<file path="config.mk">
export PLATFORM = sky130hd
export DESIGN_NAME = amount_to_voice_prompt_sequence
export DESIGN_NICKNAME = d
export VERILOG_FILES = /design/src/rtl/atvps_pkg.sv /design/src/rtl/amount_to_voice_prompt_sequence.sv
export SDC_FILE = /design/constraint.sdc
export NUM_CORES = 1
export LEC_CHECK = 0
export ABC_AREA = 1
export BUFFER_PORTS_ARGS = -buffer_cell sky130_fd_sc_hd__clkbuf_2
export CAP_MARGIN = 10
export CORE_MARGIN = 3
export CORE_UTILIZATION = 25
export DETAILED_ROUTE_END_ITERATION = 12
export SETUP_SLACK_MARGIN = 0.4
export SLEW_MARGIN = 20
export SYNTH_ARGS = -nofsm -noshare
export SYNTH_HDL_FRONTEND = slang
export SYNTH_SLANG_ARGS = --single-unit
</file>
<file path="constraint.sdc">
create_clock -name aclk -period 3.66 [get_ports aclk]
set_clock_uncertainty 0.1 [all_clocks]
set_input_delay 0.732 -clock aclk [delete_from_list [all_inputs] [get_ports aclk]]
set_output_delay 0.732 -clock aclk [all_outputs]
set_load 0.02 [all_outputs]
</file>
<file path="src/rtl/atvps_pkg.sv">
// Package for the amount-to-voice-prompt sequencer: track codes, frame constants,
// microcode word layout and the microprogram ROM.
// No dependencies.
package atvps_pkg;

    localparam int INT_DIGITS = 5;
    // only four place words exist, so at most five integer places can be spoken
    localparam int PLACES     = (INT_DIGITS < 1) ? 1 : ((INT_DIGITS > 5) ? 5 : INT_DIGITS);
    localparam int NDIGITS    = PLACES + 2;
    localparam int BCD_W      = 4 * NDIGITS;
    localparam int AMT_W      = 24;
    localparam int PLACE_W    = 3;
    localparam int CNT_W      = 5;
    localparam int TRACK_W    = 5;
    localparam int PC_W       = 4;

    localparam logic [AMT_W-1:0] AMT_LIMIT = AMT_W'((10 ** PLACES) * 100 - 1);

    localparam logic [TRACK_W-1:0] TRK_TENS_WORD = 5'd10;
    localparam logic [TRACK_W-1:0] TRK_POINT     = 5'd14;
    localparam logic [TRACK_W-1:0] TRK_CURRENCY  = 5'd15;
    localparam logic [TRACK_W-1:0] TRK_PROMPT    = 5'd16;
    localparam logic [7:0]         FRAME_CMD     = 8'h41;
    localparam logic [7:0]         FRAME_LEN     = 8'h05;

    typedef enum logic [2:0] {
        OP_NOP,
        OP_LOAD,
        OP_SHIFT,
        OP_LEAD,
        OP_DEC
    } op_t;

    typedef enum logic [2:0] {
        SRC_CONST,
        SRC_DIGIT,
        SRC_WORD,
        SRC_TENTHS,
        SRC_HUND
    } src_t;

    typedef enum logic [2:0] {
        COND_NONE,
        COND_ALWAYS,
        COND_NO_INPUT,
        COND_MORE_BITS,
        COND_PLACE_ZERO,
        COND_CENTS_ZERO,
        COND_HUND_ZERO
    } cond_t;

    typedef struct packed {
        op_t                op;
        src_t               src;
        logic [TRACK_W-1:0] trk;
        logic               emit;
        logic               last;
        cond_t              cond;
        logic [PC_W-1:0]    target;
    } uword_t;

    localparam logic [PC_W-1:0] PC_IDLE    = 4'd0;
    localparam logic [PC_W-1:0] PC_CONVERT = 4'd1;
    localparam logic [PC_W-1:0] PC_PLACE   = 4'd3;
    localparam logic [PC_W-1:0] PC_UNITS   = 4'd6;
    localparam logic [PC_W-1:0] PC_CLOSE   = 4'd10;

    function automatic uword_t ucode(input logic [PC_W-1:0] pc);
        uword_t w;
        w = '{op: OP_NOP, src: SRC_CONST, trk: '0, emit: 1'b0, last: 1'b0,
              cond: COND_NONE, target: PC_IDLE};
        case (pc)
            4'd0: begin
                w.op = OP_LOAD; w.cond = COND_NO_INPUT; w.target = PC_IDLE;
            end
            4'd1: begin
                w.op = OP_SHIFT; w.cond = COND_MORE_BITS; w.target = PC_CONVERT;
            end
            4'd2: begin
                w.op = OP_LEAD; w.emit = 1'b1; w.trk = TRK_PROMPT;
            end
            4'd3: begin
                w.cond = COND_PLACE_ZERO; w.target = PC_UNITS;
            end
            4'd4: begin
                w.emit = 1'b1; w.src = SRC_DIGIT;
            end
            4'd5: begin
                w.emit = 1'b1; w.src = SRC_WORD; w.op = OP_DEC;
                w.cond = COND_ALWAYS; w.target = PC_PLACE;
            end
            4'd6: begin
                w.emit = 1'b1; w.src = SRC_DIGIT;
                w.cond = COND_CENTS_ZERO; w.target = PC_CLOSE;
            end
            4'd7: begin
                w.emit = 1'b1; w.trk = TRK_POINT;
            end
            4'd8: begin
                w.emit = 1'b1; w.src = SRC_TENTHS;
                w.cond = COND_HUND_ZERO; w.target = PC_CLOSE;
            end
            4'd9: begin
                w.emit = 1'b1; w.src = SRC_HUND;
            end
            4'd10: begin
                w.emit = 1'b1; w.trk = TRK_CURRENCY; w.last = 1'b1;
                w.cond = COND_ALWAYS; w.target = PC_IDLE;
            end
            default: begin
                w.cond = COND_ALWAYS; w.target = PC_IDLE;
            end
        endcase
        return w;
    endfunction

endpackage

</file>
<file path="src/rtl/amount_to_voice_prompt_sequence.sv">
// Top level of the amount-to-voice-prompt sequencer: microcoded control over a
// binary-to-BCD datapath and a registered output stage. Depends on atvps_pkg.
//
// One amount is taken at a time. After a transfer in, a shift-and-add-3 converter
// runs one bit per cycle over all 24 amount bits, then an 11-step microprogram
// emits the track commands, one per cycle when the output side keeps tready high:
// prompt, digit and place word for each place from the leading nonzero one down
// to tens (three steps per place including the loop test), units, then point,
// tenths digit and a nonzero hundredths digit when the cents are nonzero, and the
// currency track with tlast. s_tready is high only while the sequencer waits at
// its first step.
module amount_to_voice_prompt_sequence (
    input  logic        aclk,
    input  logic        aresetn,
    input  logic        s_tvalid,
    output logic        s_tready,
    input  logic [23:0] s_tdata,   // [23:0] amount_hundredths
    output logic        m_tvalid,
    input  logic        m_tready,
    output logic [15:0] m_tdata,   // [4:0] track, [12:5] frame_check, [15:13] zero
    output logic        m_tlast
);

    logic [atvps_pkg::PC_W-1:0]    pc_reg, pc_next;
    logic [atvps_pkg::AMT_W-1:0]   bin_reg, bin_next;
    logic [atvps_pkg::BCD_W-1:0]   bcd_reg, bcd_next, bcd_adj;
    logic [atvps_pkg::CNT_W-1:0]   cnt_reg, cnt_next;
    logic [atvps_pkg::PLACE_W-1:0] place_reg, place_next, lead;
    logic                          out_valid_reg, out_valid_next;
    logic [atvps_pkg::TRACK_W-1:0] track_reg, track_next, track_sel;
    logic                          last_reg, last_next;
    logic [3:0]                    dig_sel;
    logic [atvps_pkg::AMT_W-1:0]   amt_clamped;
    atvps_pkg::uword_t             uw;
    logic                          in_acc, stall, take;
    logic [7:0]                    frame_check;

    assign uw       = atvps_pkg::ucode(pc_reg);
    assign s_tready = (pc_reg == atvps_pkg::PC_IDLE);
    assign in_acc   = s_tvalid && s_tready;
    assign stall    = uw.emit && out_valid_reg && !m_tready;

    assign amt_clamped = (s_tdata > atvps_pkg::AMT_LIMIT) ? atvps_pkg::AMT_LIMIT : s_tdata;

    // add 3 to every BCD digit of five or more before the shift
    always_comb begin
        for (int j = 0; j < atvps_pkg::NDIGITS; j++) begin
            if (bcd_reg[4*j +: 4] >= 4'd5) begin
                bcd_adj[4*j +: 4] = bcd_reg[4*j +: 4] + 4'd3;
            end else begin
                bcd_adj[4*j +: 4] = bcd_reg[4*j +: 4];
            end
        end
    end

    // leading nonzero integer place, tens and above; zero when none
    always_comb begin
        lead = '0;
        for (int p = 1; p < atvps_pkg::PLACES; p++) begin
            if (bcd_reg[8 + 4*p +: 4] != 4'd0) begin
                lead = atvps_pkg::PLACE_W'(p);
            end
        end
    end

    always_comb begin
        dig_sel = '0;
        for (int p = 0; p < atvps_pkg::PLACES; p++) begin
            if (place_reg == atvps_pkg::PLACE_W'(p)) begin
                dig_sel = bcd_reg[8 + 4*p +: 4];
            end
        end
    end

    always_comb begin
        case (uw.src)
            atvps_pkg::SRC_CONST:  track_sel = uw.trk;
            atvps_pkg::SRC_DIGIT:  track_sel = {1'b0, dig_sel};
            atvps_pkg::SRC_WORD:   track_sel = atvps_pkg::TRK_TENS_WORD - 5'd1
                                               + {2'b00, place_reg};
            atvps_pkg::SRC_TENTHS: track_sel = {1'b0, bcd_reg[7:4]};
            atvps_pkg::SRC_HUND:   track_sel = {1'b0, bcd_reg[3:0]};
            default:               track_sel = uw.trk;
        endcase
    end

    always_comb begin
        case (uw.cond)
            atvps_pkg::COND_NONE:       take = 1'b0;
            atvps_pkg::COND_ALWAYS:     take = 1'b1;
            atvps_pkg::COND_NO_INPUT:   take = !in_acc;
            atvps_pkg::COND_MORE_BITS:  take = (cnt_reg != atvps_pkg::CNT_W'(1));
            atvps_pkg::COND_PLACE_ZERO: take = (place_reg == '0);
            atvps_pkg::COND_CENTS_ZERO: take = (bcd_reg[7:0] == 8'd0);
            atvps_pkg::COND_HUND_ZERO:  take = (bcd_reg[3:0] == 4'd0);
            default:                    take = 1'b0;
        endcase
    end

    always_comb begin
        pc_next        = pc_reg;
        bin_next       = bin_reg;
        bcd_next       = bcd_reg;
        cnt_next       = cnt_reg;
        place_next     = place_reg;
        out_valid_next = out_valid_reg;
        track_next     = track_reg;
        last_next      = last_reg;

        if (out_valid_reg && m_tready) begin
            out_valid_next = 1'b0;
        end

        if (!stall) begin
            pc_next = take ? uw.target : pc_reg + 4'd1;
            case (uw.op)
                atvps_pkg::OP_LOAD: begin
                    if (in_acc) begin
                        bin_next = amt_clamped;
                        bcd_next = '0;
                        cnt_next = atvps_pkg::CNT_W'(atvps_pkg::AMT_W);
                    end
                end
                atvps_pkg::OP_SHIFT: begin
                    bcd_next = {bcd_adj[atvps_pkg::BCD_W-2:0], bin_reg[atvps_pkg::AMT_W-1]};
                    bin_next = {bin_reg[atvps_pkg::AMT_W-2:0], 1'b0};
                    cnt_next = cnt_reg - 5'd1;
                end
                atvps_pkg::OP_LEAD: place_next = lead;
                atvps_pkg::OP_DEC:  place_next = place_reg - 3'd1;
                default: ;
            endcase
            if (uw.emit) begin
                out_valid_next = 1'b1;
                track_next     = track_sel;
                last_next      = uw.last;
            end
        end
    end

    always_ff @(posedge aclk) begin
        if (!aresetn) begin
            pc_reg        <= atvps_pkg::PC_IDLE;
            out_valid_reg <= 1'b0;
        end else begin
            pc_reg        <= pc_next;
            out_valid_reg <= out_valid_next;
        end
    end

    always_ff @(posedge aclk) begin
        bin_reg   <= bin_next;
        bcd_reg   <= bcd_next;
        cnt_reg   <= cnt_next;
        place_reg <= place_next;
        track_reg <= track_next;
        last_reg  <= last_next;
    end

    assign frame_check = atvps_pkg::FRAME_CMD ^ atvps_pkg::FRAME_LEN ^ {3'b000, track_reg};
    assign m_tvalid    = out_valid_reg;
    assign m_tdata     = {3'b000, frame_check, track_reg};
    assign m_tlast     = last_reg;

endmodule

</file>
# Word-level counts from Yosys, hierarchy flattened

Index checks and enable logic that the tools add are counted.

Add/subtract/negate cells: 11
Magnitude comparators: 8
Equal/unequal tests: 30
Muxes and demuxes: 36
Bitwise logic cells: 2
Reductions and logical operators: 22

Operators by type and width:

| cell                   | count |
|---|---|
| $pmux W28 S2           | 1 |
| $pmux W7 S7            | 1 |
| $mux W24               | 2 |
| $mux W4                | 12 |
| $pmux W24 S2           | 1 |
| $ge A4 B3 Y1 const B   | 7 |
| $mux W28               | 1 |
| $add A4 B2 Y4 const B  | 6 |
| $eq A3 B2 Y1 const B   | 8 |
| $gt A24 B24 Y1 const B | 1 |
| $pmux W3 S4            | 2 |
| $pmux W5 S4            | 1 |
| $eq A3 B3 Y1 const B   | 6 |
| $eq A4 B3 Y1 const B   | 4 |
| $reduce_bool A4 Y1     | 4 |
| $pmux W5 S3            | 1 |
| $eq A3 B1 Y1 const B   | 4 |
| $eq A4 B4 Y1 const B   | 3 |
| $mux W3                | 4 |
| $pmux W5 S2            | 1 |
| $eq A4 B2 Y1 const B   | 2 |
| $logic_not A4 Y1       | 2 |
| $logic_not A8 Y1       | 1 |
| $reduce_or A8 Y1       | 1 |
| other kinds (22)       | 33 |

Flip-flop bits (word level): 71
Bits of input ports: 28
Word-level logic and storage cells: 117

# Longest topological paths before layout

Depth after elaboration: 7
Gate-level depth with buffers: 14
Depth with buffers taken out: 14

# Worst setup path before layout

OpenSTA, ideal clock, no wires.

Path type: register to register
Start point: register pc_reg[0] in the netlist's numbering
End point: register bcd_reg[0] in the netlist's numbering, enable pin
Setup time: 0.411 ns
Arrival: 2.461 ns
Required time: 3.149 ns
Path slack: 0.688 ns
Cell stages (with the launch flop): 11
Buffers on the path: 0
Clock period less this slack: 2.972 ns
Cell sequence: dfxtp_1 inv_1 ha_1 inv_1 nor2_4 inv_2 nand2_1 inv_2 nand2_4 mux2_2 inv_1

RTL lines:

| what                                                                       | line                                   | text |
|---|---|---|
| start: declaration                                                         | amount_to_voice_prompt_sequence.sv:24  | `logic [atvps_pkg::PC_W-1:0] pc_reg, pc_next;` |
| start signal: assignment                                                   | amount_to_voice_prompt_sequence.sv:143 | `pc_reg <= atvps_pkg::PC_IDLE;` |
| start signal: assignment                                                   | amount_to_voice_prompt_sequence.sv:146 | `pc_reg <= pc_next;` |
| $logic_not A4 Y1 *                                                         | amount_to_voice_prompt_sequence.sv:39  | `assign s_tready = (pc_reg == atvps_pkg::PC_IDLE);` |
| via s_tready                                                               | amount_to_voice_prompt_sequence.sv:16  | `output logic s_tready,` |
| $pmux W3 S4                                                                | atvps_pkg.sv:72                        | `case (pc)` |
| $eq A3 B1 Y1 / $eq A3 B2 Y1 (equally long branches)                        | amount_to_voice_prompt_sequence.sv:116 | `case (uw.op)` |
| $ne A2 B2 Y1 (no source line) / $reduce_bool A2 Y1 (equally long branches) | -                                      |  |
| $reduce_and A3 Y1 (no source line) *                                       | -                                      |  |
| end signal: assignment                                                     | amount_to_voice_prompt_sequence.sv:153 | `bcd_reg <= bcd_next;` |
| end: declaration                                                           | amount_to_voice_prompt_sequence.sv:26  | `logic [atvps_pkg::BCD_W-1:0] bcd_reg, bcd_next, bcd_adj;` |

The timed path passes the listed nets; every way through them passes the cells marked *.
A chain may end at the register's enable or synchronous reset.

# Worst setup path in the final report

Start point: register pc_reg[0] in the netlist's numbering
End point: register bcd_reg[23] in the netlist's numbering, enable pin

Longest elaborated chain between the ends: 7

RTL lines:

| what |
|---|
| branches (longest 6 deep; another with $eq A4 B3 Y1) |
| $reduce_and A3 Y1 (no source line) * |

Mark *: on every way between the ends.

==> flow_summary.toml <==
[worst_setup_path]
rr_endpoint = "bcd_reg[23]$_SDFFCE_PN0P_"
rr_worst_depth = 11
path_common_cell = "inv_2"
cp_slowest_stage_delay_ns = 0.41
timing.rr.start = "pc_reg[0]$_SDFFE_PN0N_"
crit_chain = "inv_1 -> ha_1 -> inv_1 -> nor2_4 -> inv_2 -> nand2_1 -> inv_2 -> nand2_4 -> mux2_2 -> inv_2 -> buf_12"
reg2reg_slack_ns = 1.14
crit_type = "reg2reg"
cp_slowest_cell = "dfxtp_1"
critPathArrivalTime_ns = 2.43
critPathCaptureType = "flop"
worst-endpoint-required_ns = 3.57
crit_fanout = 48
start_kind = "flop"

[logic_synthesis]
synth_fa_ha_area_frac = 0.07537
synth_top_area_cell = "edfxtp_1"
synthDistinctLibCells = 42
synth_top_cell_area_share = 0.4264
synth_top_family_by_area = "simple AND/OR/NAND/NOR gates"
ys_ff_latch = 71
synthTopCellsByArea = "edfxtp_1, nand2_1, ha_1, inv_1, a21oi_1"
synth-simple-area-share = 0.2175
netlist_top_cells_count = "nand2_1, inv_1, edfxtp_1"
synth_seq_area_share = 0.4479
synthMuxAreaShare = 0.002423
synth_compound_area_frac = 0.1341
synth_area_sq_um = 4648
yosysMostFrequentCell = "nand2_1"
synth_edf_count = 66
yosysWarnings = 0
synthCells = 557
syn_area_per_cell_sq_um = 8.345
synth_ff_type = "edfxtp_1"
async_reset_ff_frac = 0
synth_xor_area_frac = 0.01507

[floorplanning]
core-area_sq_um = 18090
ios = 47
start_util = 0.2570
die_x_um = 142.4
die_area_sq_um = 20260
fp-row-count = 49
die_height_um = 142.4

[job]
drv_cap = 0

[clocking]
cts.sinks = 71
cts.path.max_buffers = 2
cts_setup_buffers = 0
cts-resized-gates = 0
root_buffer = "clkbuf_16"
clk_pin_slew_worst_paths_ns = 0.06
cts_tree = "built"
clkLatencyLatePin_ns = 0.34
htree_levels = 3
cts_hold_buf = 0
cts_buffers = 9

[timing]
min_period_over_period = 0.6883
drv_slew = 0
final.setup.tns_ns = 0
hold_violations = 0
setup-violations-final = 0
worst_pin_slew_ns = 0.5610
maxSlewHeadroom = 0.6260
fmax_ghz = 0.3970
rsz0062_at_grt = "false"
period_needed_ns = 2.519

[worst_hold_path]
min_path_cells = 2
hold-path-endpoint = "bin_reg[16]$_DFFE_PP_"
holdCritPathClass = "reg2reg"
hp-start = "bin_reg[15]$_DFFE_PP_"

[detailed_routing]
drc = 0
viasPerCell = 4.429
dr_wl_met3_um = 510
first_iter_violations = 233
via_count = 3667
met1_length_um = 4814
wirelength_um = 9775
highest_layer = "met4"
ant_nets = 0
first_pass_iters = 4
wl_per_cell_um = 11.81
met2WireLength_um = 4291

[placed_design]
hpwl_um = 7270
port_buffers = 40
dp_cells = 813
gp_congestion = 0.8719

[final_layout]
nNetsFinal = 651
num-fill-cells = 1888
diodes = 0
multiInputGateArea_sq_um = 2088
layout-drive-gt1-share = 0.1469
largest_reg_flops = 28
regArea_sq_um = 2082
syn2layout_area_growth_pct = 15.45
stdcell_count = 828

[global_routing]
grt.overflow.total = 0
grt_max_degree = 49
antenna_found_initial = 0
grt_pass1_vias = 3552
grt_pass1_wl_um = 16730
grt_use_total = 0.1019

[status]
status = "complete, no violations"

[power]
p_leak_nw = 2.451
p_per_area_nw_per_um2 = 754.7
ir_drop_uv = 311.2
-- how the worst max path moves through the flow --
stage                                start                         to  slack, ns  depth (start not counted)
floorplan           pc_reg[0]$_SDFFE_PN0N_   bcd_reg[0]$_SDFFCE_PN0P_       0.69                         10
global placement    pc_reg[0]$_SDFFE_PN0N_  bcd_reg[20]$_SDFFCE_PN0P_       1.15                         11
detailed placement  pc_reg[0]$_SDFFE_PN0N_      bin_reg[19]$_DFFE_PP_       1.10                         11
CTS                 pc_reg[0]$_SDFFE_PN0N_   bcd_reg[9]$_SDFFCE_PN0P_       1.12                         11
global route        pc_reg[0]$_SDFFE_PN0N_  bcd_reg[22]$_SDFFCE_PN0P_       0.95                         11
finish              pc_reg[0]$_SDFFE_PN0N_  bcd_reg[23]$_SDFFCE_PN0P_       1.14                         11
-- power by group --
| group | total (mW) | internal (mW) | switching, mW |
|---|---|---|---|
| Sequential | 1.54 | 1.35 | 0.193 |
| Combinational | 1.58 | 0.511 | 1.07 |
| Clock | 0.929 | 0.591 | 0.337 |
-- per-layer routing --
layer | global-route usage | vias up
met4 | 0.03552 | 0
met3 | 0.02755 | 13
met2 | 0.1602 | 82
met5 | 0 | -
li1 | - | 1916
met1 | 0.1357 | 1656
-- cell families (layout without fill, tap and decap cells) --
logic type,Yosys count,after routing
AND/OR/NAND/NOR,222,222
flip-flops,71,71
XOR/XNOR,8,8
AO/OA/AOI/OAI,108,108
other,2,6
buffers and inverters,117,155
adder cells (fa/ha/maj),28,28
multiplexers,1,1
-- cell usage in the layout, fill, tap and decap left out, drive strengths merged --
| master | instances |
|---|---|
| a211oi | 9 |
| a21boi | 1 |
| a21oi | 30 |
| a22oi | 1 |
| a31oi | 2 |
| buf | 3 |
| bufinv | 2 |
| clkbuf | 49 |
| clkinv | 2 |
| clkinvlp | 1 |
| conb | 6 |
| dfxtp | 5 |
| edfxtp | 66 |
| ha | 28 |
| inv | 98 |
| mux2 | 1 |
| nand2 | 119 |
| nand3 | 27 |
| nand4 | 5 |
| nor2 | 44 |
| nor3 | 7 |
| nor4 | 3 |
| o2111ai | 1 |
| o211ai | 3 |
| o21a | 2 |
| o21ai | 37 |
| o221ai | 2 |
| o22ai | 18 |
| o311ai | 1 |
| o31ai | 1 |
| or2 | 17 |
| xnor2 | 1 |
| xor2 | 7 |
-- stage by stage --
stage | util | area, sq um | setup slack, ns | total power, mW | hold slack [ns]
after floorplan | - | 4663 | 0.6881 | 2.739 | 0.3874
after global placement | 0.2796 | 5056 | 1.146 | 3.134 | 0.4075
after detailed placement | 0.2796 | 5056 | 1.103 | 3.154 | 0.4239
after CTS | 0.2967 | 5366 | 1.120 | 4.092 | 0.4386
after global routing | 0.2967 | 5366 | 0.9459 | 4.403 | 0.4628
final | 0.2967 | 5366 | 1.141 | 4.050 | 0.4362
-- cell type report --
class                           instances  share of cell area
Timing Repair Buffer                   43             0.04383
Inverter                               97             0.06785
Clock buffer                            9             0.04197
Clock inverter                          6             0.01585
Tap cell                              229             0.05339
Multi-Input combinational cell        373              0.3891
Sequential cell                        71              0.3880
-- critical path, delay by kind of cell, from the launching register on --
| family | cells | cell delay, ns |
|---|---|---|
| adder cells (fa/ha/maj) | 1 | 0.26 |
| multiplexers | 1 | 0.32 |
| flip-flops | 1 | 0.41 |
| buffers and inverters | 6 | 0.81 |
| AND/OR/NAND/NOR | 3 | 0.27 |
No activity file was read; power rests on OpenSTA's default activity.
